File: src/hw/rtl/ustc_pkg.sv
// Shared types, constants and tables for the Unix seconds to calendar converter.
// Depends on nothing; the top level, ustc_calc and the testbench import it.
`default_nettype none

package ustc_pkg;

    // Number of register stages from the input transfer to the output register.
    localparam int NUM_STAGES = 12;

    // Largest supported time: 9999-12-31 23:59:59.
    localparam logic [37:0] MAX_SECONDS = 38'd253402300799;

    // Days from 0000-03-01 to 1970-01-01 in the March-based civil count.
    localparam logic [21:0] EPOCH_SHIFT = 22'd719468;
    localparam logic [22:0] DAYS_PER_ERA = 23'd146097;
    localparam logic [17:0] LAST_DAY_OF_ERA = 18'd146096;

    // Ceiling reciprocals: floor(x / d) == (x * RECIP) >> SHIFT for every x
    // below 2**n, with SHIFT = n + ceil(log2(d)).
    localparam logic [31:0] DAY_RECIP  = 32'(((64'd1 << 41) + 64'd674) / 64'd675);
    localparam logic [17:0] HOUR_RECIP = 18'(((64'd1 << 29) + 64'd3599) / 64'd3600);
    localparam logic [12:0] MIN_RECIP  = 13'(((64'd1 << 18) + 64'd59) / 64'd60);
    localparam logic [22:0] ERA_RECIP  = 23'(((64'd1 << 40) + 64'd146096) / 64'd146097);
    localparam logic [18:0] D1460_RECIP  = 19'(((64'd1 << 29) + 64'd1459) / 64'd1460);
    localparam logic [18:0] D36524_RECIP = 19'(((64'd1 << 34) + 64'd36523) / 64'd36524);
    localparam logic [18:0] D365_RECIP = 19'(((64'd1 << 27) + 64'd364) / 64'd365);
    localparam logic [9:0]  D100_RECIP = 10'(((64'd1 << 16) + 64'd99) / 64'd100);
    localparam logic [11:0] D153_RECIP = 12'(((64'd1 << 19) + 64'd152) / 64'd153);
    localparam logic [22:0] WK_RECIP   = 23'(((64'd1 << 25) + 64'd6) / 64'd7);

    typedef logic [NUM_STAGES-1:0] stage_mask_t;

    typedef struct packed {
        logic [37:0] unix_seconds;
        logic        use_local;
    } stamp_t;

    typedef struct packed {
        logic signed [4:0] utc_offset_hours;
    } cfg_t;

    typedef struct packed {
        logic [12:0] years_since_1900;
        logic [3:0]  month_index;
        logic [4:0]  day_of_month;
        logic [8:0]  day_of_year;
        logic [2:0]  weekday_index;
        logic [4:0]  hour_of_day;
        logic [5:0]  minute_of_hour;
        logic [5:0]  second_of_minute;
        logic        out_of_range;
    } cal_t;

    // First day of each March-based month, (153 * mp + 2) / 5.
    function automatic logic [8:0] month_start(input logic [3:0] mp);
        logic [8:0] start;
        case (mp)
            4'd0:    start = 9'd0;
            4'd1:    start = 9'd31;
            4'd2:    start = 9'd61;
            4'd3:    start = 9'd92;
            4'd4:    start = 9'd122;
            4'd5:    start = 9'd153;
            4'd6:    start = 9'd184;
            4'd7:    start = 9'd214;
            4'd8:    start = 9'd245;
            4'd9:    start = 9'd275;
            4'd10:   start = 9'd306;
            4'd11:   start = 9'd337;
            default: start = 9'd0;
        endcase
        return start;
    endfunction

endpackage

`default_nettype wire

File: src/hw/rtl/ustc_stream_if.sv
// Valid/ready channel carrying one payload of a chosen type.
// Stands alone; the payload types come from ustc_pkg at the point of use.
`default_nettype none

interface ustc_stream_if #(parameter type payload_t = logic);
    logic     valid;
    logic     ready;
    payload_t payload;

    modport source (output valid, output payload, input ready);
    modport sink   (input valid, input payload, output ready);
endinterface

`default_nettype wire

File: src/hw/rtl/unix_seconds_to_calendar_top.sv
// Pipeline: twelve register stages, from the input stage to the output register.
// Throughput: one timestamp per cycle while the output is taken; every divide is
// a reciprocal multiply with a remainder step, so nothing iterates.
// Stalls: each stage loads while it or any later stage is empty or the output
// is taken, so bubbles close up and the output register holds under backpressure.
// Reset: all stage valid bits and the hour offset clear; no memory to sweep.
// Top level of the Unix seconds to calendar converter.
// Depends on ustc_pkg, ustc_stream_if and ustc_calc.
`default_nettype none

module unix_seconds_to_calendar_top import ustc_pkg::*;
(
    input wire logic      clk,
    input wire logic      rst_n,
    ustc_stream_if.sink   stamp,
    ustc_stream_if.source calendar,
    ustc_stream_if.sink   cfg
);

    localparam logic [3:0] MONTH_JANUARY = 4'd0;

    // Offset in seconds, kept pre-multiplied so the input stage only adds.
    logic signed [16:0] off_sec_reg, off_sec_next;

    stage_mask_t vld_reg, vld_next;
    stage_mask_t load;

    logic [37:0] ut_reg, ut_next;
    logic        oor_reg, oor_next;

    logic in_xfer;
    logic out_xfer;

    // ------------------------------------------------------------------
    // Configuration: take every write; the offset is only read by the input stage.
    // Writes must come only while the pipeline is idle; the block does not check.
    // ------------------------------------------------------------------
    assign cfg.ready = 1'b1;

    always_comb
    begin
        logic signed [17:0] scaled;
        scaled = 18'($signed(cfg.payload.utc_offset_hours)) * $signed(18'sd3600);
        off_sec_next = off_sec_reg;
        if (cfg.valid)
        begin
            off_sec_next = scaled[16:0];
        end
    end

    always_ff @(posedge clk or negedge rst_n)
    begin
        if (!rst_n)
        begin
            off_sec_reg <= '0;
        end
        else
        begin
            off_sec_reg <= off_sec_next;
        end
    end

    // ------------------------------------------------------------------
    // Flow control: a stage loads when it or any stage after it is empty,
    // or when the output transfer completes this cycle.
    // ------------------------------------------------------------------
    always_comb
    begin
        for (int i = 0; i < NUM_STAGES; i++)
        begin
            load[i] = calendar.ready || (((~vld_reg) >> i) != '0);
        end
    end

    always_comb
    begin
        vld_next[0] = load[0] ? stamp.valid : vld_reg[0];
        for (int i = 1; i < NUM_STAGES; i++)
        begin
            vld_next[i] = load[i] ? vld_reg[i-1] : vld_reg[i];
        end
    end

    always_ff @(posedge clk or negedge rst_n)
    begin
        if (!rst_n)
        begin
            vld_reg <= '0;
        end
        else
        begin
            vld_reg <= vld_next;
        end
    end

    assign stamp.ready = load[0];
    assign in_xfer     = stamp.valid & stamp.ready;

    // ------------------------------------------------------------------
    // Stage one: apply the offset, then clamp below zero and saturate
    // above the last second of year 9999. A raw input above the bound
    // flags the result even if the offset pulls it back in range.
    // ------------------------------------------------------------------
    always_comb
    begin
        logic signed [39:0] t_sum;
        logic [39:0]        add;
        logic               neg;
        logic               over;
        add   = stamp.payload.use_local ? {{23{off_sec_reg[16]}}, off_sec_reg} : '0;
        t_sum = $signed({2'b00, stamp.payload.unix_seconds}) + $signed(add);
        neg   = t_sum[39];
        over  = !neg && (t_sum[38:0] > {1'b0, MAX_SECONDS});
        if (neg)
        begin
            ut_next = '0;
        end
        else if (over)
        begin
            ut_next = MAX_SECONDS;
        end
        else
        begin
            ut_next = t_sum[37:0];
        end
        oor_next = neg || over || (stamp.payload.unix_seconds > MAX_SECONDS);
    end

    always_ff @(posedge clk)
    begin
        if (load[0])
        begin
            ut_reg  <= ut_next;
            oor_reg <= oor_next;
        end
    end

    // ------------------------------------------------------------------
    // Stages two to twelve: day split, civil date, time of day.
    // ------------------------------------------------------------------
    ustc_calc u_calc (
        .clk    (clk),
        .load   (load),
        .ut     (ut_reg),
        .oor    (oor_reg),
        .result (calendar.payload)
    );

    assign calendar.valid = vld_reg[NUM_STAGES-1];
    assign out_xfer       = calendar.valid & calendar.ready;

    // ------------------------------------------------------------------
    // Checks
    // ------------------------------------------------------------------
    a_ready_when_drained: assert property (@(posedge clk) disable iff (!rst_n)
        !vld_reg[NUM_STAGES-1] |-> stamp.ready)
        else $error("input stalled with an empty output stage");

    a_occupancy: assert property (@(posedge clk) disable iff (!rst_n)
        $past(rst_n) |-> (int'($countones(vld_reg)) ==
            int'($past($countones(vld_reg))) + int'($past(in_xfer))
            - int'($past(out_xfer))))
        else $error("items lost or duplicated in the pipeline");

    a_fields_in_range: assert property (@(posedge clk) disable iff (!rst_n)
        calendar.valid |-> (calendar.payload.years_since_1900 >= 13'd70)
            && (calendar.payload.month_index <= 4'd11)
            && (calendar.payload.day_of_month >= 5'd1)
            && (calendar.payload.weekday_index <= 3'd6)
            && (calendar.payload.hour_of_day <= 5'd23)
            && (calendar.payload.minute_of_hour <= 6'd59)
            && (calendar.payload.second_of_minute <= 6'd59))
        else $error("calendar field out of range");

    a_january_yday: assert property (@(posedge clk) disable iff (!rst_n)
        calendar.valid && (calendar.payload.month_index == MONTH_JANUARY)
            |-> (calendar.payload.day_of_year
                 == {4'd0, calendar.payload.day_of_month} - 9'd1))
        else $error("day of year disagrees with January date");

endmodule

`default_nettype wire

File: src/hw/rtl/ustc_calc.sv
// Calendar datapath: stages two through twelve of the converter pipeline.
// Depends on ustc_pkg for reciprocals, the month table and the result type.
`default_nettype none

module ustc_calc import ustc_pkg::*;
(
    input  wire logic        clk,
    input  wire stage_mask_t load,
    input  wire logic [37:0] ut,
    input  wire logic        oor,
    output cal_t             result
);

    typedef struct packed {
        logic [21:0] days;
        logic [9:0]  xlo;
        logic [6:0]  lo7;
        logic        oor;
    } st2_t;

    typedef struct packed {
        logic [21:0] z;
        logic [21:0] wk_x;
        logic [16:0] sod;
        logic        oor;
    } st3_t;

    typedef struct packed {
        logic [4:0]  era;
        logic [17:0] z_lo;
        logic [4:0]  hour;
        logic [11:0] sod_lo;
        logic [2:0]  wk_q;
        logic [2:0]  wk_x;
        logic        oor;
    } st4_t;

    typedef struct packed {
        logic [17:0] doe;
        logic [4:0]  era;
        logic [4:0]  hour;
        logic [11:0] rem_h;
        logic [2:0]  wday;
        logic        oor;
    } st5_t;

    typedef struct packed {
        logic [17:0] doe;
        logic [6:0]  a;
        logic [2:0]  b;
        logic        c;
        logic [4:0]  era;
        logic [4:0]  hour;
        logic [11:0] rem_h;
        logic [5:0]  mins;
        logic [2:0]  wday;
        logic        oor;
    } st6_t;

    typedef struct packed {
        logic [4:0] hour;
        logic [5:0] mins;
        logic [5:0] secs;
    } tod_t;

    typedef struct packed {
        logic [17:0] v;
        logic [17:0] doe;
        logic [4:0]  era;
        tod_t        tod;
        logic [2:0]  wday;
        logic        oor;
    } st7_t;

    typedef struct packed {
        logic [8:0]  yoe;
        logic [17:0] doe;
        logic [4:0]  era;
        tod_t        tod;
        logic [2:0]  wday;
        logic        oor;
    } st8_t;

    typedef struct packed {
        logic [8:0]  yoe;
        logic [1:0]  yc;
        logic [13:0] ybase;
        logic [17:0] doe;
        tod_t        tod;
        logic [2:0]  wday;
        logic        oor;
    } st9_t;

    typedef struct packed {
        logic [8:0]  doy;
        logic        leap;
        logic [13:0] ybase;
        tod_t        tod;
        logic [2:0]  wday;
        logic        oor;
    } st10_t;

    typedef struct packed {
        logic [3:0]  mp;
        logic [8:0]  doy;
        logic        leap;
        logic [13:0] ybase;
        tod_t        tod;
        logic [2:0]  wday;
        logic        oor;
    } st11_t;

    st2_t  st2_reg,  st2_next;
    st3_t  st3_reg,  st3_next;
    st4_t  st4_reg,  st4_next;
    st5_t  st5_reg,  st5_next;
    st6_t  st6_reg,  st6_next;
    st7_t  st7_reg,  st7_next;
    st8_t  st8_reg,  st8_next;
    st9_t  st9_reg,  st9_next;
    st10_t st10_reg, st10_next;
    st11_t st11_reg, st11_next;
    cal_t  out_reg,  out_next;

    // Split seconds into days: (ut / 128) / 675 by reciprocal.
    always_comb
    begin
        logic [62:0] prod;
        prod = 63'(ut[37:7]) * 63'(DAY_RECIP);
        st2_next.days = prod[62:41];
        st2_next.xlo  = ut[16:7];
        st2_next.lo7  = ut[6:0];
        st2_next.oor  = oor;
    end

    // Remainder gives second of day; shift day count to the March-based epoch and by four for the weekday.
    always_comb
    begin
        logic [31:0] back;
        logic [9:0]  rem;
        back = 32'(st2_reg.days) * 32'd675;
        rem  = st2_reg.xlo - back[9:0];
        st3_next.sod  = {rem, st2_reg.lo7};
        st3_next.z    = st2_reg.days + EPOCH_SHIFT;
        st3_next.wk_x = st2_reg.days + 22'd4;
        st3_next.oor  = st2_reg.oor;
    end

    // Era, hour and week quotients.
    always_comb
    begin
        logic [44:0] era_prod;
        logic [34:0] hour_prod;
        logic [44:0] wk_prod;
        era_prod  = 45'(st3_reg.z) * 45'(ERA_RECIP);
        hour_prod = 35'(st3_reg.sod) * 35'(HOUR_RECIP);
        wk_prod   = 45'(st3_reg.wk_x) * 45'(WK_RECIP);
        st4_next.era    = era_prod[44:40];
        st4_next.z_lo   = st3_reg.z[17:0];
        st4_next.hour   = hour_prod[33:29];
        st4_next.sod_lo = st3_reg.sod[11:0];
        st4_next.wk_q   = wk_prod[27:25];
        st4_next.wk_x   = st3_reg.wk_x[2:0];
        st4_next.oor    = st3_reg.oor;
    end

    // Remainders: day of era, second of hour, weekday.
    always_comb
    begin
        logic [22:0] era_back;
        logic [16:0] hour_back;
        logic [5:0]  wk_back;
        era_back  = 23'(st4_reg.era) * DAYS_PER_ERA;
        hour_back = 17'(st4_reg.hour) * 17'd3600;
        wk_back   = 6'(st4_reg.wk_q) * 6'd7;
        st5_next.doe   = st4_reg.z_lo - era_back[17:0];
        st5_next.era   = st4_reg.era;
        st5_next.hour  = st4_reg.hour;
        st5_next.rem_h = st4_reg.sod_lo - hour_back[11:0];
        st5_next.wday  = st4_reg.wk_x - wk_back[2:0];
        st5_next.oor   = st4_reg.oor;
    end

    // Leap corrections inside the era and the minute quotient.
    always_comb
    begin
        logic [36:0] a_prod;
        logic [36:0] b_prod;
        logic [24:0] m_prod;
        a_prod = 37'(st5_reg.doe) * 37'(D1460_RECIP);
        b_prod = 37'(st5_reg.doe) * 37'(D36524_RECIP);
        m_prod = 25'(st5_reg.rem_h) * 25'(MIN_RECIP);
        st6_next.doe   = st5_reg.doe;
        st6_next.a     = a_prod[35:29];
        st6_next.b     = b_prod[36:34];
        st6_next.c     = (st5_reg.doe == LAST_DAY_OF_ERA);
        st6_next.era   = st5_reg.era;
        st6_next.hour  = st5_reg.hour;
        st6_next.rem_h = st5_reg.rem_h;
        st6_next.mins  = m_prod[23:18];
        st6_next.wday  = st5_reg.wday;
        st6_next.oor   = st5_reg.oor;
    end

    always_comb
    begin
        logic [11:0] m_back;
        m_back = 12'(st6_reg.mins) * 12'd60;
        st7_next.v = st6_reg.doe - 18'(st6_reg.a) + 18'(st6_reg.b) - 18'(st6_reg.c);
        st7_next.doe      = st6_reg.doe;
        st7_next.era      = st6_reg.era;
        st7_next.tod.hour = st6_reg.hour;
        st7_next.tod.mins = st6_reg.mins;
        st7_next.tod.secs = st6_reg.rem_h[5:0] - m_back[5:0];
        st7_next.wday     = st6_reg.wday;
        st7_next.oor      = st6_reg.oor;
    end

    // Year of era.
    always_comb
    begin
        logic [36:0] y_prod;
        y_prod = 37'(st7_reg.v) * 37'(D365_RECIP);
        st8_next.yoe  = y_prod[35:27];
        st8_next.doe  = st7_reg.doe;
        st8_next.era  = st7_reg.era;
        st8_next.tod  = st7_reg.tod;
        st8_next.wday = st7_reg.wday;
        st8_next.oor  = st7_reg.oor;
    end

    // Century of era and the March-based year.
    always_comb
    begin
        logic [18:0] c_prod;
        c_prod = 19'(st8_reg.yoe) * 19'(D100_RECIP);
        st9_next.yoe   = st8_reg.yoe;
        st9_next.yc    = c_prod[17:16];
        st9_next.ybase = 14'(st8_reg.era) * 14'd400 + 14'(st8_reg.yoe);
        st9_next.doe   = st8_reg.doe;
        st9_next.tod   = st8_reg.tod;
        st9_next.wday  = st8_reg.wday;
        st9_next.oor   = st8_reg.oor;
    end

    // Day of the March-based year; leap test of the year that holds February.
    always_comb
    begin
        logic [17:0] y365;
        logic [8:0]  c100;
        y365 = 18'(st9_reg.yoe) * 18'd365;
        c100 = 9'(st9_reg.yc) * 9'd100;
        st10_next.doy  = st9_reg.doe[8:0] - y365[8:0] - 9'(st9_reg.yoe[8:2])
                       + 9'(st9_reg.yc);
        st10_next.leap = ((st9_reg.yoe[1:0] == 2'd0) && (st9_reg.yoe != c100))
                       || (st9_reg.yoe == 9'd0);
        st10_next.ybase = st9_reg.ybase;
        st10_next.tod   = st9_reg.tod;
        st10_next.wday  = st9_reg.wday;
        st10_next.oor   = st9_reg.oor;
    end

    // March-based month.
    always_comb
    begin
        logic [10:0] num;
        logic [22:0] mp_prod;
        num     = 11'(st10_reg.doy) * 11'd5 + 11'd2;
        mp_prod = 23'(num) * 23'(D153_RECIP);
        st11_next.mp    = mp_prod[22:19];
        st11_next.doy   = st10_reg.doy;
        st11_next.leap  = st10_reg.leap;
        st11_next.ybase = st10_reg.ybase;
        st11_next.tod   = st10_reg.tod;
        st11_next.wday  = st10_reg.wday;
        st11_next.oor   = st10_reg.oor;
    end

    // Back to January-based fields; January and February belong to the next year.
    always_comb
    begin
        logic        early;
        logic [8:0]  dom;
        logic [13:0] year;
        logic [13:0] rel;
        early = (st11_reg.mp >= 4'd10);
        dom   = st11_reg.doy - month_start(st11_reg.mp) + 9'd1;
        year  = st11_reg.ybase + 14'(early);
        rel   = year - 14'd1900;
        out_next.years_since_1900 = rel[12:0];
        out_next.month_index = early ? (st11_reg.mp - 4'd10) : (st11_reg.mp + 4'd2);
        out_next.day_of_month = dom[4:0];
        out_next.day_of_year  = early ? (st11_reg.doy - 9'd306)
                                      : (st11_reg.doy + 9'd59 + 9'(st11_reg.leap));
        out_next.weekday_index    = st11_reg.wday;
        out_next.hour_of_day      = st11_reg.tod.hour;
        out_next.minute_of_hour   = st11_reg.tod.mins;
        out_next.second_of_minute = st11_reg.tod.secs;
        out_next.out_of_range     = st11_reg.oor;
    end

    always_ff @(posedge clk)
    begin
        if (load[1])  st2_reg  <= st2_next;
        if (load[2])  st3_reg  <= st3_next;
        if (load[3])  st4_reg  <= st4_next;
        if (load[4])  st5_reg  <= st5_next;
        if (load[5])  st6_reg  <= st6_next;
        if (load[6])  st7_reg  <= st7_next;
        if (load[7])  st8_reg  <= st8_next;
        if (load[8])  st9_reg  <= st9_next;
        if (load[9])  st10_reg <= st10_next;
        if (load[10]) st11_reg <= st11_next;
        if (load[11]) out_reg  <= out_next;
    end

    assign result = out_reg;

endmodule

`default_nettype wire

File: src/flat_wrapper.sv
// flat-port wrapper written by rule: the top's interface ports become plain ports
module unix_seconds_to_calendar_top_flat import ustc_pkg::*;
  (clk, rst_n, stamp_valid, stamp_payload, stamp_ready, calendar_valid, calendar_payload, calendar_ready, cfg_valid, cfg_payload, cfg_ready);
  ustc_stream_if #(.payload_t(stamp_t)) stamp_i ();
  ustc_stream_if #(.payload_t(cal_t)) calendar_i ();
  ustc_stream_if #(.payload_t(cfg_t)) cfg_i ();
  input wire logic clk;
  input wire logic rst_n;
  input wire logic [$bits(stamp_i.valid)-1:0] stamp_valid;
  input wire logic [$bits(stamp_i.payload)-1:0] stamp_payload;
  output wire logic [$bits(stamp_i.ready)-1:0] stamp_ready;
  output wire logic [$bits(calendar_i.valid)-1:0] calendar_valid;
  output wire logic [$bits(calendar_i.payload)-1:0] calendar_payload;
  input wire logic [$bits(calendar_i.ready)-1:0] calendar_ready;
  input wire logic [$bits(cfg_i.valid)-1:0] cfg_valid;
  input wire logic [$bits(cfg_i.payload)-1:0] cfg_payload;
  output wire logic [$bits(cfg_i.ready)-1:0] cfg_ready;
  assign stamp_i.valid = stamp_valid;
  assign stamp_i.payload = stamp_payload;
  assign stamp_ready = stamp_i.ready;
  assign calendar_valid = calendar_i.valid;
  assign calendar_payload = calendar_i.payload;
  assign calendar_i.ready = calendar_ready;
  assign cfg_i.valid = cfg_valid;
  assign cfg_i.payload = cfg_payload;
  assign cfg_ready = cfg_i.ready;
  unix_seconds_to_calendar_top u_core (.clk(clk), .rst_n(rst_n), .stamp(stamp_i), .calendar(calendar_i), .cfg(cfg_i));
endmodule
File: config.mk
export PLATFORM = sky130hd
export DESIGN_NAME = unix_seconds_to_calendar_top_flat
export DESIGN_NICKNAME = d
export VERILOG_FILES = /design/src/hw/rtl/ustc_pkg.sv /design/src/hw/rtl/ustc_stream_if.sv /design/src/hw/rtl/unix_seconds_to_calendar_top.sv /design/src/hw/rtl/ustc_calc.sv /design/src/flat_wrapper.sv
export SDC_FILE = /design/constraint.sdc
export NUM_CORES = 2
export LEC_CHECK = 0
export BUFFER_PORTS_ARGS = -buffer_cell sky130_fd_sc_hd__buf_4
export CORE_MARGIN = 2
export CORE_UTILIZATION = 60
export DETAILED_ROUTE_END_ITERATION = 16
export PLACE_DENSITY_LB_ADDON = 0.3
export SETUP_SLACK_MARGIN = 0.2
export SYNTH_ARGS = -nofsm -noshare
export SYNTH_HDL_FRONTEND = slang
export SYNTH_SLANG_ARGS = --single-unit
File: constraint.sdc
create_clock -name clk -period 12.8 [get_ports clk]
set_input_delay 0.64 -clock clk [delete_from_list [all_inputs] [get_ports clk]]
set_output_delay 0.64 -clock clk [all_outputs]
set_load 0.02 [all_outputs]
==> results.tsv <==
stage	metric	value	unit
status	outcome	finished clean	
routing	wl_per_cell	19.8	um
synthesis	syn_inst	6633	
setup_path	path_cells	fa_1, inv_1, fa_1, inv_1, ha_1, inv_1, fa_1, fa_1, inv_1, fa_1, fa_1, ha_1, ha_1, a2111oi_0, nand2_1, o22a_1, a31o_2, a2111oi_1, o21ai_1, a31oi_1, o31a_1, nand2_1, o311ai_1	
finish	final_layout_size_suffix_gt1_share	4.37	%
cts	cts_tree	yes	
cts	postCtsSetupBuffers	0	
finish	final_cells	8504	
cts	htree_num_levels	3	
synthesis	syn_avg_cell_area	11.6	sq um
synthesis	yosysSeqAreaShare	23.2	%
cts	cts-resized-gates	0	
timing	setup_tns	0	ps
timing	maxSlewViolCount	0	
setup_path	start_kind	flip-flop	
synthesis	yosys_warnings	0	
placed_design	gp_congestion	1.03	
timing	skew	28.2	ps
die	dieArea	131000	sq um
synthesis	synth_area	77100	sq um
cts	clock_sinks	602	
routing	avgViaCountPerCell	5.53	
global_route	grt_overflow	0	
global_route	grt_max_degree	62	
finish	area_growth	6.47	%
synthesis	synth_edf_count	572	
cts	clk_latency	640	ps
finish	seq_area	17900	sq um
setup_path	path_max_fanout	9	
setup_path	crit_top_cell	fa_1	
finish	finalNetCount	9615	
placed_design	dp_worst_setup_slack	4930	ps
finish	final_common_cell	ha_1	
timing	worstMarginPinSlew	1130	ps
timing	slew_headroom	24.7	%
placed_design	placed_cells	8385	
setup_path	critical-path-max-stage-delay	620	ps
synthesis	ys_ff_latch	602	
die	std_cell_rows	131	
die	core	128000	sq um
setup_path	path_delay_family	adder cells	
routing	drc_errors	0	
placed_design	hpwl	144	mm
cts	ctsHoldBuffers	1	
flow_run	drv_cap	0	
global_route	grt_use_total	27.0	%
synthesis	ys.flop_type	edfxtp_1	
routing	wl	168	mm
die	start_util	60.4	%
cts	clockBufferDepth	3	
synthesis	synth.distinct_cells	93	
setup_path	worstPathArrival	8440	ps
die	die_h	362	um
cts	cts_made_buffers	66	
die	ios	104	
die	die_w	362	um
timing	finalHoldViolations	0	
timing	layout_setup_ws	4800	ps
synthesis	syn-num-nets	9456	
finish	final_cell_mix	ha_1 (1,727), inv_1 (1,705), fa_1 (1,047)	
placed_design	io_buffers	102	
global_route	grt_pass1_wl	275	mm
setup_path	worst-path-buf-inv	4	
timing	finalSetupViolCount	0	
finish	multiInputGateArea	52600	sq um
setup_path	cp-end-kind	flip-flop	
setup_path	crit_slowest_cell	fa_1	
cts	path_clk_slew	70	ps
routing	num_vias	47000	
finish	largest_register_ff_count	59	
routing	drtIter0Drc	2514	
synthesis	async_flop_share	4.15	%
global_route	antenna_found_initial	4	
setup_path	worst-setup-path-type	flip-flop to flip-flop	
routing	ant_nets	0	
worst_hold_path	min_path_type	input port to flip-flop	
cts	cts-root-buf	clkbuf_16	
timing	post-route-period-util	62.5	%
timing	max_freq	125	MHz
routing	first_pass_iters	5	
timing	rsz0062_at_grt	no	
setup_path	cp.required	13240	ps
timing	timing.hold.ws	279	ps
global_route	grt_pass1_vias	51700	
timing	min_period	8000	ps
finish	num-fill-cells	9637	
per-stage QoR:
| step | cell area, sq um | utilization, % |
|---|---|---|
| after floorplan | 77100 | - |
| after global placement | 80000 | 62.7 |
| after detailed placement | 80000 | 62.7 |
| after CTS | 82100 | 64.4 |
| after global routing | 82100 | 64.4 |
| final | 82100 | 64.4 |
cell usage after synthesis (12+ instances only):
cell type | count | area share [%]
or2_2 | 14 | 0.11
nand4_1 | 36 | 0.29
xor2_1 | 61 | 0.69
a211o_1 | 12 | 0.14
o21ai_0 | 85 | 0.55
and2_1 | 21 | 0.17
nand2b_1 | 31 | 0.25
xnor2_1 | 232 | 2.6
a31oi_1 | 32 | 0.26
edfxtp_1 | 572 | 22
a21o_1 | 98 | 0.95
nor2b_1 | 20 | 0.16
buf_2 | 12 | 0.078
o211ai_1 | 19 | 0.19
ha_1 | 1727 | 28
fa_1 | 1047 | 27
o21bai_1 | 32 | 0.31
nor2_1 | 146 | 0.71
o21ai_1 | 16 | 0.10
mux2_2 | 15 | 0.22
inv_1 | 1707 | 8.3
nand2_1 | 99 | 0.48
o21a_1 | 31 | 0.30
clkbuf_1 | 15 | 0.073
o22ai_1 | 21 | 0.17
nor3_1 | 44 | 0.29
a21oi_1 | 170 | 1.1
nand3_1 | 53 | 0.34
dfrtp_1 | 25 | 0.81
or3_1 | 12 | 0.097
a211oi_1 | 19 | 0.19
and3_1 | 25 | 0.20
per-layer routing:
metal,global-route usage (%),share of wire [%],vias to the layer above
li1,-,-,22100
met1,34.6,41,23500
met2,47.4,50,1228
met3,3.80,5.2,301
met4,8.05,3.3,4
met5,0,0.014,-
final cells by class:
cell class	count	area share, %
timing repair buffer	127	1.16
clock inverter	45	0.505
tap	1662	2.53
antenna	1	0.00305
multi-input combinational	4286	64.1
inverter	1709	7.82
sequential	602	21.8
clock buffer	72	2.04
path summary, 6_finish.rpt:
check	from	end	slack, ps	depth (start not counted)
setup / recovery	u_core.ut_reg[26]$_SDFFCE_PP0P_	u_core.u_calc.st2_reg[36]$_DFFE_PP_	4800	23
hold / removal	cfg_payload[1]	u_core.off_sec_reg[5]$_DFFE_PN0P_	280	2
setup reg to reg	u_core.ut_reg[26]$_SDFFCE_PP0P_	u_core.u_calc.st2_reg[36]$_DFFE_PP_	4800	23
hold reg to reg	u_core.u_calc.st6_reg[0]$_DFFE_PP_	u_core.u_calc.st7_reg[0]$_DFFE_PP_	400	0
max in group asynchronous	rst_n	u_core.vld_reg[3]$_DFFE_PN0P_	11910	2
min in group asynchronous	rst_n	u_core.off_sec_reg[7]$_DFFE_PN0P_	500	2
logic make-up after synthesis:
group	after synthesis	synth area share (%)
buffers and inverters	1745	8.56
AOI/OAI and AO/OA	662	5.88
DFF	602	23.2
xor gates and xnor gates	293	3.33
adders and majority gates	2774	55.2
muxes	21	0.297
other	1	0.00487
and+or+nand+nor	535	3.47
Power is not shown: default switching activity piles up to over one toggle a cycle in this logic, so the estimate is an artifact.
